File: src/rtl/icf_pkg.sv
`timescale 1ns / 1ps

package icf_pkg;

  localparam int unsigned PixW        = 8;
  localparam int unsigned CoefW       = 16;
  localparam int unsigned SizeW       = 11;
  localparam int unsigned ProdW       = 25;
  localparam int unsigned FiltW       = 26;
  localparam int unsigned RowW        = 10;
  localparam int unsigned HeightLimit = 1024;
  localparam int unsigned CfgIdxW     = 3;
  localparam int unsigned CfgDataW    = 16;

  localparam logic [CfgIdxW-1:0] CFG_COEF_TL   = 3'd0;
  localparam logic [CfgIdxW-1:0] CFG_COEF_TR   = 3'd1;
  localparam logic [CfgIdxW-1:0] CFG_COEF_BL   = 3'd2;
  localparam logic [CfgIdxW-1:0] CFG_COEF_BR   = 3'd3;
  localparam logic [CfgIdxW-1:0] CFG_FRAME_W   = 3'd4;
  localparam logic [CfgIdxW-1:0] CFG_FRAME_H   = 3'd5;

  localparam logic signed [CoefW-1:0] COEF_RESET = 16'sd4096;
  localparam logic [SizeW-1:0]        SIZE_RESET = 11'd64;

  typedef struct packed {
    logic [PixW-1:0] pixel;
    logic            frame_start;
  } pixel_in_t;

  typedef struct packed {
    logic signed [FiltW-1:0] filtered;
    logic                    window_full;
    logic                    frame_last;
  } result_t;

  typedef struct packed {
    logic [PixW-1:0] upper_left;
    logic [PixW-1:0] upper_right;
    logic [PixW-1:0] lower_left;
    logic [PixW-1:0] lower_right;
    logic            full;
    logic            last;
  } window_t;

  typedef struct packed {
    logic signed [CoefW-1:0] top_left;
    logic signed [CoefW-1:0] top_right;
    logic signed [CoefW-1:0] bottom_left;
    logic signed [CoefW-1:0] bottom_right;
  } coef_set_t;

endpackage

File: src/rtl/icf_queue.sv
`timescale 1ns / 1ps

module icf_queue (
  input  logic             clk_i,
  input  logic             rst_ni,
  input  logic             push_valid_i,
  output logic             push_ready_o,
  input  icf_pkg::window_t push_data_i,
  output logic             pop_valid_o,
  input  logic             pop_ready_i,
  output icf_pkg::window_t pop_data_o
);
  import icf_pkg::*;

  localparam int unsigned Depth = 2;
  localparam int unsigned PtrW  = $clog2(Depth);
  localparam int unsigned CntW  = $clog2(Depth + 1);

  window_t         slot_q [Depth];
  logic [PtrW-1:0] wr_ptr_q, rd_ptr_q;
  logic [CntW-1:0] count_q, count_d;
  logic            push, pop;

  assign push_ready_o = count_q < CntW'(Depth);
  assign pop_valid_o  = count_q != '0;
  assign push         = push_valid_i && push_ready_o;
  assign pop          = pop_valid_o && pop_ready_i;
  assign pop_data_o   = slot_q[rd_ptr_q];

  always_comb begin
    count_d = count_q;
    if (push && !pop) begin
      count_d = count_q + 1'b1;
    end else if (pop && !push) begin
      count_d = count_q - 1'b1;
    end
  end

  always_ff @(posedge clk_i or negedge rst_ni) begin
    if (!rst_ni) begin
      wr_ptr_q <= '0;
      rd_ptr_q <= '0;
      count_q  <= '0;
    end else begin
      count_q <= count_d;
      if (push) begin
        wr_ptr_q <= wr_ptr_q + 1'b1;
      end
      if (pop) begin
        rd_ptr_q <= rd_ptr_q + 1'b1;
      end
    end
  end

  always_ff @(posedge clk_i) begin
    if (push) begin
      slot_q[wr_ptr_q] <= push_data_i;
    end
  end

  a_count_bound: assert property (@(posedge clk_i) disable iff (!rst_ni)
    count_q <= CntW'(Depth))
    else $error("queue count beyond depth");

  a_ptr_gap: assert property (@(posedge clk_i) disable iff (!rst_ni)
    (count_q == '0 || count_q == CntW'(Depth)) |-> wr_ptr_q == rd_ptr_q)
    else $error("queue pointers disagree with count");

endmodule

File: config.mk
export PLATFORM = sky130hd
export DESIGN_NAME = icf_queue
export DESIGN_NICKNAME = d
export VERILOG_FILES = /design/src/rtl/icf_pkg.sv /design/src/rtl/icf_queue.sv
export SDC_FILE = /design/constraint.sdc
export NUM_CORES = 1
export LEC_CHECK = 0
export BUFFER_PORTS_ARGS = -buffer_cell sky130_fd_sc_hd__buf_2
export CAP_MARGIN = 20
export CORE_MARGIN = 2
export CORE_UTILIZATION = 47
export CTS_BUF_LIST = sky130_fd_sc_hd__clkbuf_4 sky130_fd_sc_hd__clkbuf_8 sky130_fd_sc_hd__clkbuf_16
export CTS_CLUSTER_SIZE = 16
export DETAILED_ROUTE_END_ITERATION = 6
export GPL_ROUTABILITY_DRIVEN = 0
export PLACE_DENSITY = 0.86
export SYNTH_ARGS = -nofsm -noshare
export SYNTH_HDL_FRONTEND = slang
export SYNTH_SLANG_ARGS = --single-unit
export TNS_END_PERCENT = 1
File: constraint.sdc
create_clock -name clk_i -period 2.6 [get_ports clk_i]
set_input_delay 0.52 -clock clk_i [delete_from_list [all_inputs] [get_ports clk_i]]
set_output_delay 0.52 -clock clk_i [all_outputs]
set_load 0.05 [all_outputs]
# Word level (Yosys, flattened, before mapping)
# Memory sizes are Yosys's and may differ from the RTL's.
# Cells that the tools add are included.
op_classes:
  addsub: 4
  order_cmp: 1
  n_mux: 4
  reduce_logical: 8
ops:
  columns: ["cell", "count"]
  rows:
  - ["1-bit logical AND", 4]
  - ["2-bit 2-to-1 mux", 2]
  - ["2-bit nonzero test", 2]
  - ["1-bit adder, second input constant", 2]
  - ["2-bit by 1-bit adder with 2-bit output, second input constant", 1]
  - ["1-bit zero test", 2]
  - ["2-bit < comparator, second input constant", 1]
  - ["1-bit 2-to-1 mux", 2]
  - ["2-bit by 1-bit subtractor with 2-bit output, second input constant", 1]
totals:
  reg_bits: 4
  ram_bits: 68
  in_bits: 38
  output_inout_bits: 36
  word_cells: 21
  mem_count: 1
mem_list:
  columns: ["memory", "words", "word_bits", "read_ports", "rd_ports_with_merged_regs", "write_ports", "line_no", "text"]
  rows:
  - ["slot_q", 2, 34, 1, 0, 1, "icf_queue.sv:19", "window_t slot_q [Depth];"]

# Logic depth before layout (Yosys ltp)
logic_depth:
  word_depth: 6
  depth_mapped: 6
  mapped_depth_nobuf: 6

# Worst setup path before layout
# No wires, ideal clock.
synth_timing:
  kind: "input port to flip-flop"
  start: "input port push_valid_i"
  end: "memory slot_q[0][0] in the netlist's numbering (enable)"
  setup_time_ps: 429
  t_arrival_ps: 2335
  required_time_ps: 2171
  path_slack_ps: -164
  cell_stages: 2
  path_buffers: 0
  path_cell_list: "nor2b_1 > nor2b_1"
synth_between:
  elab_chain_cells: 3
synth_lines:
  columns: ["item", "line_no", "text"]
  rows:
  - ["from (decl)", "icf_queue.sv:6", "input logic push_valid_i,"]
  - ["1-bit logical AND", "icf_queue.sv:26", "assign push = push_valid_i && push_ready_o;"]
  - ["1-bit 2-to-1 mux", "icf_queue.sv:56", "if (push) begin"]
  - ["1-bit 2-to-1 mux (not written as such)", "icf_queue.sv:57", "slot_q[wr_ptr_q] <= push_data_i;"]
  - ["to (decl)", "icf_queue.sv:19", null]
# Every way passes these cells.

==> run metrics <==
setup TNS=0 ns; worst-skew pair later-pin latency=0.33 ns; Final Cell Area=0.00347 sq mm; Yosys cell types=15; Max stage delay cell, worst path=dfrtp_2; worst hold slack=0.376 ns; Final Cycle Share=0.808; minimum clock period=2.10 ns; Die X-Extent=81.2 microns; pre-CTS setup slack=0.712 ns; Max Buffers Root-to-Sink=2; CTS tree=yes; Iteration-0 DRC Markers=55; RSZ-0062 raised after global routing=no; Tot GR Track Use=0.137; endpoints failing setup=0; first-pass GRT wire length=6330 microns; Setup Fix Bufs, Post-CTS=0; Cell Pwr Density=1270 mW/mm^2; Nets=246; register area share after synthesis=0.766; CTS root buf=clkbuf_8; DP Area=0.00324 sq mm; Hold Vio Cnt, Final=0; row cnt=28; commonest cells after routing, fill and taps aside=buf_2 (73), edfxtp_1 (68), mux2_4 (29); WHS Path Cells=1; fin cells=287; slew margin rel.=0.709; worst vdd ir=1.12 mV; Worst Skew=0.00447 ns; drt first pass iters=4; GR Overflow Total=0; CP required=2.08 ns; H-tree depth=3; cells after synthesis=123; DRC viols=0; critical path's largest stage delay=0.40 ns; crit start category=flip-flop; Critical Path AT=1.58 ns; Hold Crit Class=in -> reg; Slew Viols, Final=0; Synthesized Nets=162; CP cell instances=buf_12 -> mux2_2 -> buf_2; clock-pin slew of the registers on the worst-case setup and hold paths=0.07 ns; Ant. Diodes=0; Placed Cells=270; # IOs=74; Die Footprint=0.00659 sq mm; LEAKAGE=1.40 nW; fmax=476 MHz; DR vias/cell=4.65; Die Ht=81.2 microns; Worst-Margin Slew=0.437 ns; Syn Std Cell Area=0.00280 sq mm; critical path peak fanout=34; Core ar.=0.00585 sq mm; vias=1335; total of max-cap violations=0; R2R depth=3; FF+latch count, synth=72; pin count of the biggest net entering global routing=35; Initial Util=0.478; number of global-route vias before repair=1392; crit end category=primary output; cts bufs inserted=9; Routed WL=4230 microns; Routed Antenna Nets=0; I/O Buffers=73; clk sinks=72; HPWL Detailed=2910 microns; initial antenna violation count=0; Setup WS post-layout=0.500 ns; mean post-synth cell area=22.7 sq um; commonest non-fill, non-tap cell in the layout=buf_2; outcome=completed; Ys Warns=0; Avg WL per Cell=14.8 microns; layout cells sized above 1=0.608; post-cts resize count=0; Area Overhead vs Synth=24.2%; Crit Path Category=reg -> out; fillers=434
==> stage by stage <==
stage / total power, mW / utilization
global route: 4.61 / 0.594
global placement: 3.50 / 0.554
detailed placement: 3.54 / 0.554
finish: 4.43 / 0.594
floorplan: 3.26 / -
CTS: 4.48 / 0.594
==> critical path, delay by kind of cell, from the launching register on <==
kind     cells  cell delay [ns]
buf+inv      2             0.47
mux          1             0.37
flops        1             0.40
==> worst paths after layout <==
check,start,end,slack [ns]
max in group asynchronous,rst_ni,rd_ptr_q,1.95
max,rd_ptr_q,pop_data_o[8],0.50
min,push_data_i[33],slot_q[0][33],0.38
max reg2reg,count_q[1],slot_q[1][5],0.95
min reg2reg,rd_ptr_q,rd_ptr_q,0.50
min in group asynchronous,rst_ni,count_q[0],0.52
==> layer usage <==
metal / vias to the layer above / part of all wire / routed length (microns) / global-route usage
li1: 640 / - / - / -
met1: 645 / 0.37 / 1590 / 0.138
met2: 44 / 0.55 / 2340 / 0.240
met3: 6 / 0.052 / 220 / 0.0522
met4: 0 / 0.020 / 85 / 0.0797
met5: - / 0 / 0 / 0
==> state kept, by name (all words and copies together) (netlist names) <==
name and count:
wr_ptr_q 1, rd_ptr_q 1, slot_q 68, count_q 2
==> synth_stat cells, drive strengths merged <==
cell type / number / area share
and2: 1 / 0.0022
buf: 4 / 0.025
dfrtp: 4 / 0.036
edfxtp: 68 / 0.73
ha: 1 / 0.0045
inv: 1 / 0.0013
mux2: 34 / 0.18
nand2: 1 / 0.0013
nor2: 1 / 0.0013
nor2b: 2 / 0.0045
or2: 1 / 0.0022
xnor2: 3 / 0.0094
xor2: 2 / 0.0063
==> report_power, final <==
part | internal (mW) | switching [mW]
Combinational | 0.629 | 1.25
Clock | 0.561 | 0.374
Sequential | 1.53 | 0.0778
==> what timing repair did <==
item	4_1_cts	5_1_grt
setup endpoints to repair	0	0
hold buffers	1	0
endpoints found under the hold margin	4	0
==> cells by family (layout without fill, tap and decap cells) <==
kind of cell | count (synthesis) | after routing | share of synthesized area
xor gates and xnor gates | 5 | 5 | 0.0157
and+or+nand+nor | 6 | 6 | 0.0116
muxes | 34 | 34 | 0.176
adders and majority gates | 1 | 1 | 0.00447
DFF | 72 | 72 | 0.766
buffers and inverters | 5 | 94 | 0.0268
==> layout make-up <==
| type | count | area, sq um | share of cell area |
|---|---|---|---|
| Clock buffer | 11 | 139 | 0.0400 |
| Inverter | 1 | 3.75 | 0.00108 |
| Timing Repair Buffer | 77 | 423 | 0.122 |
| Multi-Input combinational cell | 46 | 589 | 0.170 |
| Tap cell | 75 | 93.8 | 0.0270 |
| Sequential cell | 72 | 2140 | 0.617 |
| Clock inverter | 5 | 81.3 | 0.0234 |
Power figures use the tool's default switching activity.
