--- src/rtl/icf_pkg.sv ---
`timescale 1ns / 1ps

package icf_pkg;

  localparam int unsigned PixW        = 8;
  localparam int unsigned CoefW       = 16;
  localparam int unsigned SizeW       = 11;
  localparam int unsigned ProdW       = 25;
  localparam int unsigned FiltW       = 26;
  localparam int unsigned RowW        = 10;
  localparam int unsigned HeightLimit = 1024;
  localparam int unsigned CfgIdxW     = 3;
  localparam int unsigned CfgDataW    = 16;

  localparam logic [CfgIdxW-1:0] CFG_COEF_TL   = 3'd0;
  localparam logic [CfgIdxW-1:0] CFG_COEF_TR   = 3'd1;
  localparam logic [CfgIdxW-1:0] CFG_COEF_BL   = 3'd2;
  localparam logic [CfgIdxW-1:0] CFG_COEF_BR   = 3'd3;
  localparam logic [CfgIdxW-1:0] CFG_FRAME_W   = 3'd4;
  localparam logic [CfgIdxW-1:0] CFG_FRAME_H   = 3'd5;

  localparam logic signed [CoefW-1:0] COEF_RESET = 16'sd4096;
  localparam logic [SizeW-1:0]        SIZE_RESET = 11'd64;

  typedef struct packed {
    logic [PixW-1:0] pixel;
    logic            frame_start;
  } pixel_in_t;

  typedef struct packed {
    logic signed [FiltW-1:0] filtered;
    logic                    window_full;
    logic                    frame_last;
  } result_t;

  typedef struct packed {
    logic [PixW-1:0] upper_left;
    logic [PixW-1:0] upper_right;
    logic [PixW-1:0] lower_left;
    logic [PixW-1:0] lower_right;
    logic            full;
    logic            last;
  } window_t;

  typedef struct packed {
    logic signed [CoefW-1:0] top_left;
    logic signed [CoefW-1:0] top_right;
    logic signed [CoefW-1:0] bottom_left;
    logic signed [CoefW-1:0] bottom_right;
  } coef_set_t;

endpackage

--- src/rtl/icf_back.sv ---
`timescale 1ns / 1ps

module icf_back (
  input  logic               clk_i,
  input  logic               rst_ni,
  input  icf_pkg::coef_set_t coef_i,
  input  logic               win_valid_i,
  output logic               win_ready_o,
  input  icf_pkg::window_t   win_i,
  output logic               out_valid_o,
  input  logic               out_ready_i,
  output icf_pkg::result_t   out_data_o
);
  import icf_pkg::*;

  logic signed [ProdW-1:0] prod_d [4];
  logic signed [ProdW-1:0] prod_q [4];
  logic                    b1_valid_q, b1_full_q, b1_last_q;
  logic                    b1_ready, b2_ready;
  logic                    b1_load, b2_load;
  logic signed [FiltW-1:0] sum;
  logic                    out_valid_q;
  result_t                 out_q;

  assign b2_ready    = !out_valid_q || out_ready_i;
  assign b1_ready    = !b1_valid_q || b2_ready;
  assign win_ready_o = b1_ready;
  assign b1_load     = win_valid_i && b1_ready;
  assign b2_load     = b1_valid_q && b2_ready;

  always_comb begin
    prod_d[0] = coef_i.top_left     * $signed({1'b0, win_i.upper_left});
    prod_d[1] = coef_i.top_right    * $signed({1'b0, win_i.upper_right});
    prod_d[2] = coef_i.bottom_left  * $signed({1'b0, win_i.lower_left});
    prod_d[3] = coef_i.bottom_right * $signed({1'b0, win_i.lower_right});
    if (!win_i.full) begin
      for (int i = 0; i < 4; i++) begin
        prod_d[i] = '0;
      end
    end
  end

  assign sum = prod_q[0] + prod_q[1] + prod_q[2] + prod_q[3];

  always_ff @(posedge clk_i or negedge rst_ni) begin
    if (!rst_ni) begin
      b1_valid_q  <= 1'b0;
      out_valid_q <= 1'b0;
    end else begin
      if (b1_ready) begin
        b1_valid_q <= win_valid_i;
      end
      if (b2_ready) begin
        out_valid_q <= b1_valid_q;
      end
    end
  end

  always_ff @(posedge clk_i) begin
    if (b1_load) begin
      prod_q    <= prod_d;
      b1_full_q <= win_i.full;
      b1_last_q <= win_i.last;
    end
    if (b2_load) begin
      out_q.filtered    <= sum;
      out_q.window_full <= b1_full_q;
      out_q.frame_last  <= b1_last_q;
    end
  end

  assign out_valid_o = out_valid_q;
  assign out_data_o  = out_q;

  // Without a full window the result must be zero.
  a_edge_zero: assert property (@(posedge clk_i) disable iff (!rst_ni)
    out_valid_q && !out_q.window_full |-> out_q.filtered == '0)
    else $error("nonzero result without full window");

endmodule
--- config.mk ---
export PLATFORM = sky130hd
export DESIGN_NAME = icf_back
export DESIGN_NICKNAME = d
export VERILOG_FILES = /design/src/rtl/icf_pkg.sv /design/src/rtl/icf_back.sv
export SDC_FILE = /design/constraint.sdc
export NUM_CORES = 1
export LEC_CHECK = 0
export BUFFER_PORTS_ARGS = -buffer_cell sky130_fd_sc_hd__buf_4
export CAP_MARGIN = 20
export CORE_ASPECT_RATIO = 0.5
export CORE_UTILIZATION = 59
export DETAILED_ROUTE_END_ITERATION = 8
export HOLD_SLACK_MARGIN = 0.06
export PLACE_DENSITY = 0.8
export SLEW_MARGIN = 20
export SYNTH_ARGS = -nofsm -noshare
export SYNTH_HDL_FRONTEND = slang
export SYNTH_SLANG_ARGS = --single-unit
--- constraint.sdc ---
create_clock -name clk_i -period 3.6 [get_ports clk_i]
set_clock_uncertainty 0.15 [all_clocks]
set_input_delay 0.36 -clock clk_i [delete_from_list [all_inputs] [get_ports clk_i]]
set_output_delay 0.36 -clock clk_i [all_outputs]
set_load 0.01 [all_outputs]
## After elaboration in Yosys (flattened, before gate mapping)

Cells that the tools add are included.
W data, S select, Z words.

- Flip-flop bits (word level): 132
- Word-level logic and storage cells: 24
- Bits of input ports: 102
- Output and inout bits: 30

- Multiply operators: 4
- Reductions and logical operators: 6
- Add/sub/neg operators: 3

Operators with widths:

| cell | number |
|---|---|
| $mul A16 B9 Y25 | 4 |
| $add A26 B25 Y26 | 2 |
| $add A25 B25 Y26 | 1 |
| $logic_and A1 B1 Y1 | 2 |
| $logic_not A1 Y1 | 2 |
| $logic_or A1 B1 Y1 | 2 |

## Longest topological paths before layout

Gate-level depths: netlist (run 1).

- Word-level depth: 4
- Gate-level depth with buffers: 19
- Depth with buffers taken out: 18

## Worst setup path after synthesis (run 1)

OpenSTA, ideal clock, no wires.

- Kind: input -> register
- Start point: in win_i[18] (netlist name)
- End point: reg prod_q[74] (netlist name) (data pin)
- Path buffers: 1
- Cell stages on the path: 17
- Setup slack: -1432 ps
- Required time: 3188 ps
- Arrival time: 4620 ps
- Setup time: 262 ps
- Cells stage by stage: clkbuf_1 > nand2_1 > fa_1 > inv_1 > fa_1 > fa_1 > inv_1 > fa_1 > inv_1 > ha_1 > a21o_1 > a21o_1 > a2111oi_2 > nor3_1 > a31oi_2 > a31oi_1 > mux2_1

- Word-level cells in the longest chain between the ends: 1

Ends and longest elaborated chain:

| item | RTL line | text |
|---|---|---|
| start, declared | icf_back.sv:9 | `input icf_pkg::window_t win_i,` |
| $mul A16 B9 Y25 | icf_back.sv:33 | `prod_d[1] = coef_i.top_right * $signed({1'b0, win_i.upper_right});` |
| end signal, assigned | icf_back.sv:61 | `prod_q <= prod_d;` |
| end, declared | icf_back.sv:17 | `logic signed [ProdW-1:0] prod_q [4];` |

Every way passes these cells.
A chain may end at the register's enable or synchronous reset.

## Worst setup path after layout (run 1)

- Start point: in win_i[12] (netlist name)
- End point: reg prod_q[43] (netlist name) (data pin)

- Word-level cells in the longest chain between the ends: 1

Ends and longest elaborated chain:

| item | RTL line | text |
|---|---|---|
| $mul A16 B9 Y25 | icf_back.sv:34 | `prod_d[2] = coef_i.bottom_left * $signed({1'b0, win_i.lower_left});` |

Every way passes these cells.

==> impl_metrics.py, run 1 <==
metrics = {
    "status": {
        "outcome": "complete, but fails checks",
        "violations": "negative setup slack",
    },
    "critical_path": {
        "cpLargestDelayFamily": "adder cells",
        "crit_top_cell": "fa_1",
        "start_kind": "input port",
        "cp-end-kind": "flop",
        "required_ns": 3.63,
        "arrival_ns": 4.94,
        "path_buf_inv": 6,
        "path_class": "input port to flop",
        "path_max_fanout": 5,
        "slowest_stage": "fa_1",
        "max_stage_delay_ns": 0.61,
        "cp_cell_sequence": "buf_12 > buf_6 > nand2_1 > fa_1 > inv_1 > fa_1 > fa_1 > inv_1 > fa_1 > inv_2 > ha_4 > buf_6 > o21a_1 > o21ai_2 > a21oi_2 > a211oi_2 > nor2_1 > xnor2_1 > nor2_1",
    },
    "clock_network": {
        "tritoncts": "built",
        "htreeDepth": 4,
        "cts_root_buffer": "clkbuf_16",
        "clk_path_buf_depth": 2,
        "clkTransAtPathRegs_ns": 0.07,
        "cts_buffers": 17,
        "clock_latency_ns": 0.46,
        "cts.sinks": 132,
    },
    "sta": {
        "worst_slew_pin_slew_ns": 0.731,
        "slew_headroom_pct": 51.2,
        "fmax_ghz": 0.204,
        "hold_viol": 0,
        "fin_crit_ns": 4.90,
        "slew_violations": 0,
        "rsz0062_at_grt": "true",
        "setup_viol": 86,
        "period_share_pct": 136,
        "fin_ws_ns": -1.30,
        "fin_setup_tns_ns": -55.87,
    },
    "detailed_routing": {
        "vias": 23800,
        "dr.pass1.iters": 7,
        "routed_via_density": 6.22,
        "totalWireLength_mm": 94.3,
        "avgRoutedWirePerCell_um": 24.6,
        "antenna_left": 0,
        "drt_iter0_markers": 2810,
        "route.detailed.drc": 0,
    },
    "floorplan": {
        "core_sq_um": 42200,
        "rows": 53,
        "die_area_sq_um": 43900,
        "die_x_um": 295,
        "die_h_um": 149,
        "initial_core_util_pct": 60.2,
        "io_pins": 132,
    },
    "synth": {
        "ys_top_cells_by_count": "616 x inv_1, 458 x fa_1, 306 x and2_1, 274 x nand2_1, 225 x ha_1",
        "synth_nets": 3445,
        "synth_area_leaders": "fa_1 36%, edfxtp_1 15%, ha_1 11%",
        "netlist_area_sq_um": 25400,
        "synth_ff_type": "edfxtp_1",
        "synthCells": 2660,
        "ys_seq_elements": 132,
        "synth_most_common_cell": "inv_1",
        "synth_top_area_share_pct": 36.1,
        "synth.distinct_cells": 78,
        "synth_edf_count": 130,
        "ys.warnings.count": 0,
        "seq_area_frac_synth_pct": 15.6,
        "yosys.area.top_type": "fa_1",
        "avgSynthCellArea_sq_um": 9.54,
        "ys_async_sr_fraction_pct": 1.52,
    },
    "place": {
        "portBuffers": 131,
        "dp.cells": 3700,
        "post_dp_cell_area_sq_um": 30800,
        "hpwlAfterDp_mm": 51.4,
        "gp_congestion": 0.928,
    },
    "finish": {
        "final_area_sq_um": 34700,
        "synthToLayoutAreaGrowth_pct": 36.6,
        "multi_input_area_sq_um": 21600,
        "fillCellCount": 1913,
        "drive_gt1_share_pct": 35.1,
        "regArea_sq_um": 3950,
        "layout.nets": 4021,
        "final_cells": 3829,
    },
    "global_routing": {
        "grt_max_degree": 59,
        "grt_pass1_wl_mm": 120,
        "grt-ovfl-total": 0,
        "gr-usage-all-layers_pct": 35.2,
        "antenna_found_initial": 5,
        "grt_pass1_vias": 23400,
    },
    "run": {
        "cap_violations": 0,
    },
    "min_path": {
        "hold_path_class": "input port to flop",
    },
}
worst min-delay path, cell delays in order:
cell,delay (ns)
buf_4,0.08
nand2b_1,0.11
nand2b_1,0.06
per-stage QoR:
step                utilization (%)  setup WS, ns  hold WS, ns
finish                         82.2         -1.30       0.0526
global route                   82.2         -1.52       0.0907
CTS                            78.7        -0.707       0.0708
detailed placement             73.1         -1.30     -0.00630
global placement               73.1         -1.20     -0.00772
floorplan                         -         -1.00      -0.0856
flip-flops by register name, indices dropped and copies added, names as in the netlist:
| signal | count |
|---|---|
| b1_valid_q | 1 |
| out_valid_o | 1 |
| b1_last_q | 1 |
| b1_full_q | 1 |
| out_data_o | 28 |
| prod_q | 100 |
cell usage in the layout, fill, tap and decap left out, types with 8 or more instances in the layout:
master       n
a21o_1      56
a21oi_1     38
a21oi_2     31
a21oi_4     15
and2_1     272
and2_4      34
and3_1       8
buf_12      25
buf_4      473
buf_6       86
buf_8       15
clkbuf_16   18
edfxtp_1   130
fa_1       415
fa_2        43
ha_1       155
ha_4        66
inv_1      548
inv_2       69
mux2i_1      8
nand2_1    190
nand2_2     51
nand2_4     32
nand2b_1    18
nand3_1     13
nor2_1      64
nor2_2      21
nor3_2      11
o21a_1      11
o21ai_0     13
o21ai_1     12
o21ai_2     12
or3_1        8
xnor2_1     44
xnor2_2     12
xor2_1      28
logic make-up after synthesis:
logic type	synth area share (%)
compound gates	7.84
flops	15.6
mux	0.404
simple gates	15.7
buf+inv	9.97
fa+ha+maj	47.2
xor+xnor	3.31
area by class of cell:
cell class	instances	area share [%]
Antenna cell	3	0.0217
Clock buffer	18	1.24
Clock inverter	14	0.480
Inverter	618	6.70
Multi-Input combinational cell	1859	62.4
Sequential cell	132	11.4
Tap cell	577	2.08
Timing Repair Buffer	608	15.6
final timing paths:
path | start | to | slack (ns) | depth (start not counted)
worst max register to register | prod_q[1]$_SDFFCE_PN0P_ | out_data_o[25]$_DFFE_PP_ | -0.36 | 12
worst min-delay path | out_ready_i | out_valid_o$_DFFE_PN0P_ | 0.05 | 3
max in group asynchronous | rst_ni | b1_valid_q$_DFFE_PN0N_ | 3.11 | 2
worst min register to register | b1_last_q$_DFFE_PP_ | out_data_o[0]$_DFFE_PP_ | 0.29 | 0
worst max-delay path | win_i[12] | prod_q[43]$_SDFFCE_PN0P_ | -1.30 | 19
min in group asynchronous | rst_ni | out_valid_o$_DFFE_PN0P_ | 0.10 | 2
routing by layer:
layer,global-route usage [%],vias to the layer above,wire length (um)
met1,42.1,11500,30300
met5,0,-,7
met2,62.7,2035,44300
li1,-,9381,-
met4,13.9,2,9160
met3,6.90,870,10500
timing repair:
| item | CTS | global route |
|---|---|---|
| cloned | 2 | 1 |
| pin swaps | 257 | 210 |
| hold buffers | 3 | 0 |
| buffers inserted | 58 | 54 |
| setup endpoints to repair | 80 | 85 |
| endpoints found under the hold margin | 4 | 0 |
| gates resized for setup | 346 | 254 |
Power of run 1 is not shown: default switching activity piles up to over one toggle a cycle in this logic, so the estimate is an artifact.
==> inputs of run 2 (changes only) <==
--- a/config.mk
+++ b/config.mk
@@ -8,10 +8,10 @@
 export BUFFER_PORTS_ARGS = -buffer_cell sky130_fd_sc_hd__buf_4
 export CAP_MARGIN = 20
 export CORE_ASPECT_RATIO = 0.5
-export CORE_UTILIZATION = 59
+export CORE_UTILIZATION = 60
 export DETAILED_ROUTE_END_ITERATION = 8
 export HOLD_SLACK_MARGIN = 0.06
-export PLACE_DENSITY = 0.8
+export PLACE_DENSITY = 0.78
 export SLEW_MARGIN = 20
 export SYNTH_ARGS = -nofsm -noshare
 export SYNTH_HDL_FRONTEND = slang
==> constraint.sdc (replaced) <==
create_clock -name clk_i -period 5.7 [get_ports clk_i]
set_clock_uncertainty 0.15 [all_clocks]
set_input_delay 0.57 -clock clk_i [delete_from_list [all_inputs] [get_ports clk_i]]
set_output_delay 0.57 -clock clk_i [all_outputs]
set_load 0.01 [all_outputs]
==> impl_metrics.py, run 2 (same netlist as run 1, synthesis figures left out) <==
metrics = {
    "sta": {
        "worst_slew_pin_slew_ns": 0.850,
        "slew_headroom_pct": 43.3,
        "fin_ws_ns": 0.741,
        "fin_crit_ns": 4.96,
        "rsz0062_at_grt": "false",
        "setup_viol": 0,
        "fmax_ghz": 0.202,
        "period_share_pct": 87.0,
        "hold_viol": 0,
        "fin_setup_tns_ns": 0,
        "slew_violations": 0,
    },
    "finish": {
        "largest_register": "prod_q",
        "final_cell_mix": "616 x inv_1, 458 x fa_1, 305 x and2_1",
        "drive_gt1_share_pct": 6.99,
        "final_core_util_pct": 67.0,
        "final_cells": 3344,
        "synthToLayoutAreaGrowth_pct": 8.35,
        "diodes": 0,
        "layout_commonest_cell": "inv_1",
        "largest_reg_flops": 100,
        "layout.nets": 3549,
    },
    "critical_path": {
        "arrival_ns": 5.04,
        "path_class": "input port to flop",
        "cp_cell_sequence": "buf_4 > nand2_1 > fa_1 > inv_1 > fa_1 > inv_1 > fa_1 > fa_1 > inv_1 > ha_1 > o21ai_0 > o21bai_1 > o31a_1 > o21ai_1 > a2111oi_0 > nor3_1 > nor3b_1",
        "path_max_fanout": 16,
        "crit_top_cell": "fa_1",
        "path_buf_inv": 4,
        "rr_startpoint": "prod_q[1]$_SDFFCE_PN0P_",
        "startpoint": "win_i[2]",
        "cp-end-kind": "flop",
        "slowest_stage": "a2111oi_0",
        "start_kind": "input port",
        "required_ns": 5.79,
        "cpLargestDelayFamily": "adder cells",
        "max_stage_delay_ns": 0.55,
    },
    "min_path": {
        "hold_path_class": "input port to flop",
        "min_from": "win_i[0]",
    },
    "clock_network": {
        "cts_resized": 0,
        "cts_buffers": 17,
        "clock_latency_ns": 0.44,
        "cts.sinks": 132,
        "tritoncts": "built",
        "clk_path_buf_depth": 2,
        "htreeDepth": 4,
        "clkTransAtPathRegs_ns": 0.06,
        "post_cts.repair.setup_buffers": 0,
        "cts_root_buffer": "clkbuf_16",
    },
    "place": {
        "dp.cells": 3311,
        "dp_slack_ns": 0.357,
        "hpwlAfterDp_mm": 45.2,
        "portBuffers": 131,
        "gp_congestion": 0.939,
    },
    "detailed_routing": {
        "antenna_left": 0,
        "totalWireLength_mm": 54.0,
        "vias": 18100,
        "dr.pass1.iters": 6,
        "route.detailed.drc": 0,
        "avgRoutedWirePerCell_um": 16.1,
        "routed_via_density": 5.41,
        "drt_iter0_markers": 1203,
    },
    "floorplan": {
        "initial_core_util_pct": 61.8,
        "die_x_um": 293,
        "core_sq_um": 41100,
        "io_pins": 132,
        "rows": 52,
        "die_h_um": 147,
        "die_area_sq_um": 43200,
    },
    "global_routing": {
        "grt_pass1_vias": 19000,
        "gr-usage-all-layers_pct": 26.9,
        "grt_pass1_wl_mm": 92.0,
        "grt-ovfl-total": 0,
        "grt_max_degree": 60,
        "antenna_found_initial": 0,
    },
    "status": {
        "outcome": "finished, final reports clean",
    },
    "run": {
        "cap_violations": 0,
    },
}
-- run 2: cell types whose count changed in the layout (fill, tap and decap cells not counted), sizes merged --
| cell | before | now |
|---|---|---|
| buf | 603 | 135 |
| dlygate4sd3 | 3 | 1 |
| clkbuf | 20 | 18 |
| inv | 624 | 620 |
| clkinvlp | 1 | 6 |
| clkinv | 5 | 4 |
| diode | 3 | 0 |
-- run 2: path summary, 6_finish.rpt --
check,slack (ns),endpoint,cells past startpoint
worst max-delay path,0.74,prod_q[23]$_SDFFCE_PN0P_,17
worst min-delay path,0.16,b1_last_q$_DFFE_PP_,1
worst max register to register,1.43,out_data_o[25]$_DFFE_PP_,12
worst min register to register,0.27,out_data_o[1]$_DFFE_PP_,0
max in group asynchronous,5.01,b1_valid_q$_DFFE_PN0N_,2
min in group asynchronous,0.30,out_valid_o$_DFFE_PN0P_,2
-- run 2: layout make-up --
cell class	count	area, sq um
Multi-Input combinational cell	1859	18900
Clock buffer	18	439
Sequential cell	132	3950
Tap cell	567	709
Inverter	618	2320
Fill cell	3237	13600
Timing Repair Buffer	136	1020
Clock inverter	14	154
-- run 2: stage by stage --
step / hold slack (ns) / area [sq um]
floorplan: 0.124 / 25400
global placement: 0.204 / 26900
detailed placement: 0.204 / 26900
CTS: 0.147 / 27500
global route: 0.151 / 27500
finish: 0.162 / 27500
-- run 2: what timing repair did --
item	in CTS	in global routing
hold buffers	1	0
endpoints found under the setup margin	0	0
endpoints found under the hold margin	2	0
-- run 2: routing by layer --
layer | wire length, um | global-route usage, %
met4 | 709 | 5.50
met2 | 26200 | 45.3
met5 | 0 | 0
met1 | 23300 | 36.9
met3 | 3770 | 4.78
-- run 2: worst reg2reg max path: stages, from the launching register on --
cell	delay (ns)
edfxtp_1	0.52
fa_1	0.53
fa_1	0.49
ha_1	0.22
inv_1	0.08
fa_1	0.46
nor2b_1	0.21
o2111ai_1	0.19
a21oi_1	0.40
o31ai_2	0.14
a22oi_2	0.26
nor4b_1	0.10
a211o_1	0.27
Power of run 2 is left out for the same reason.
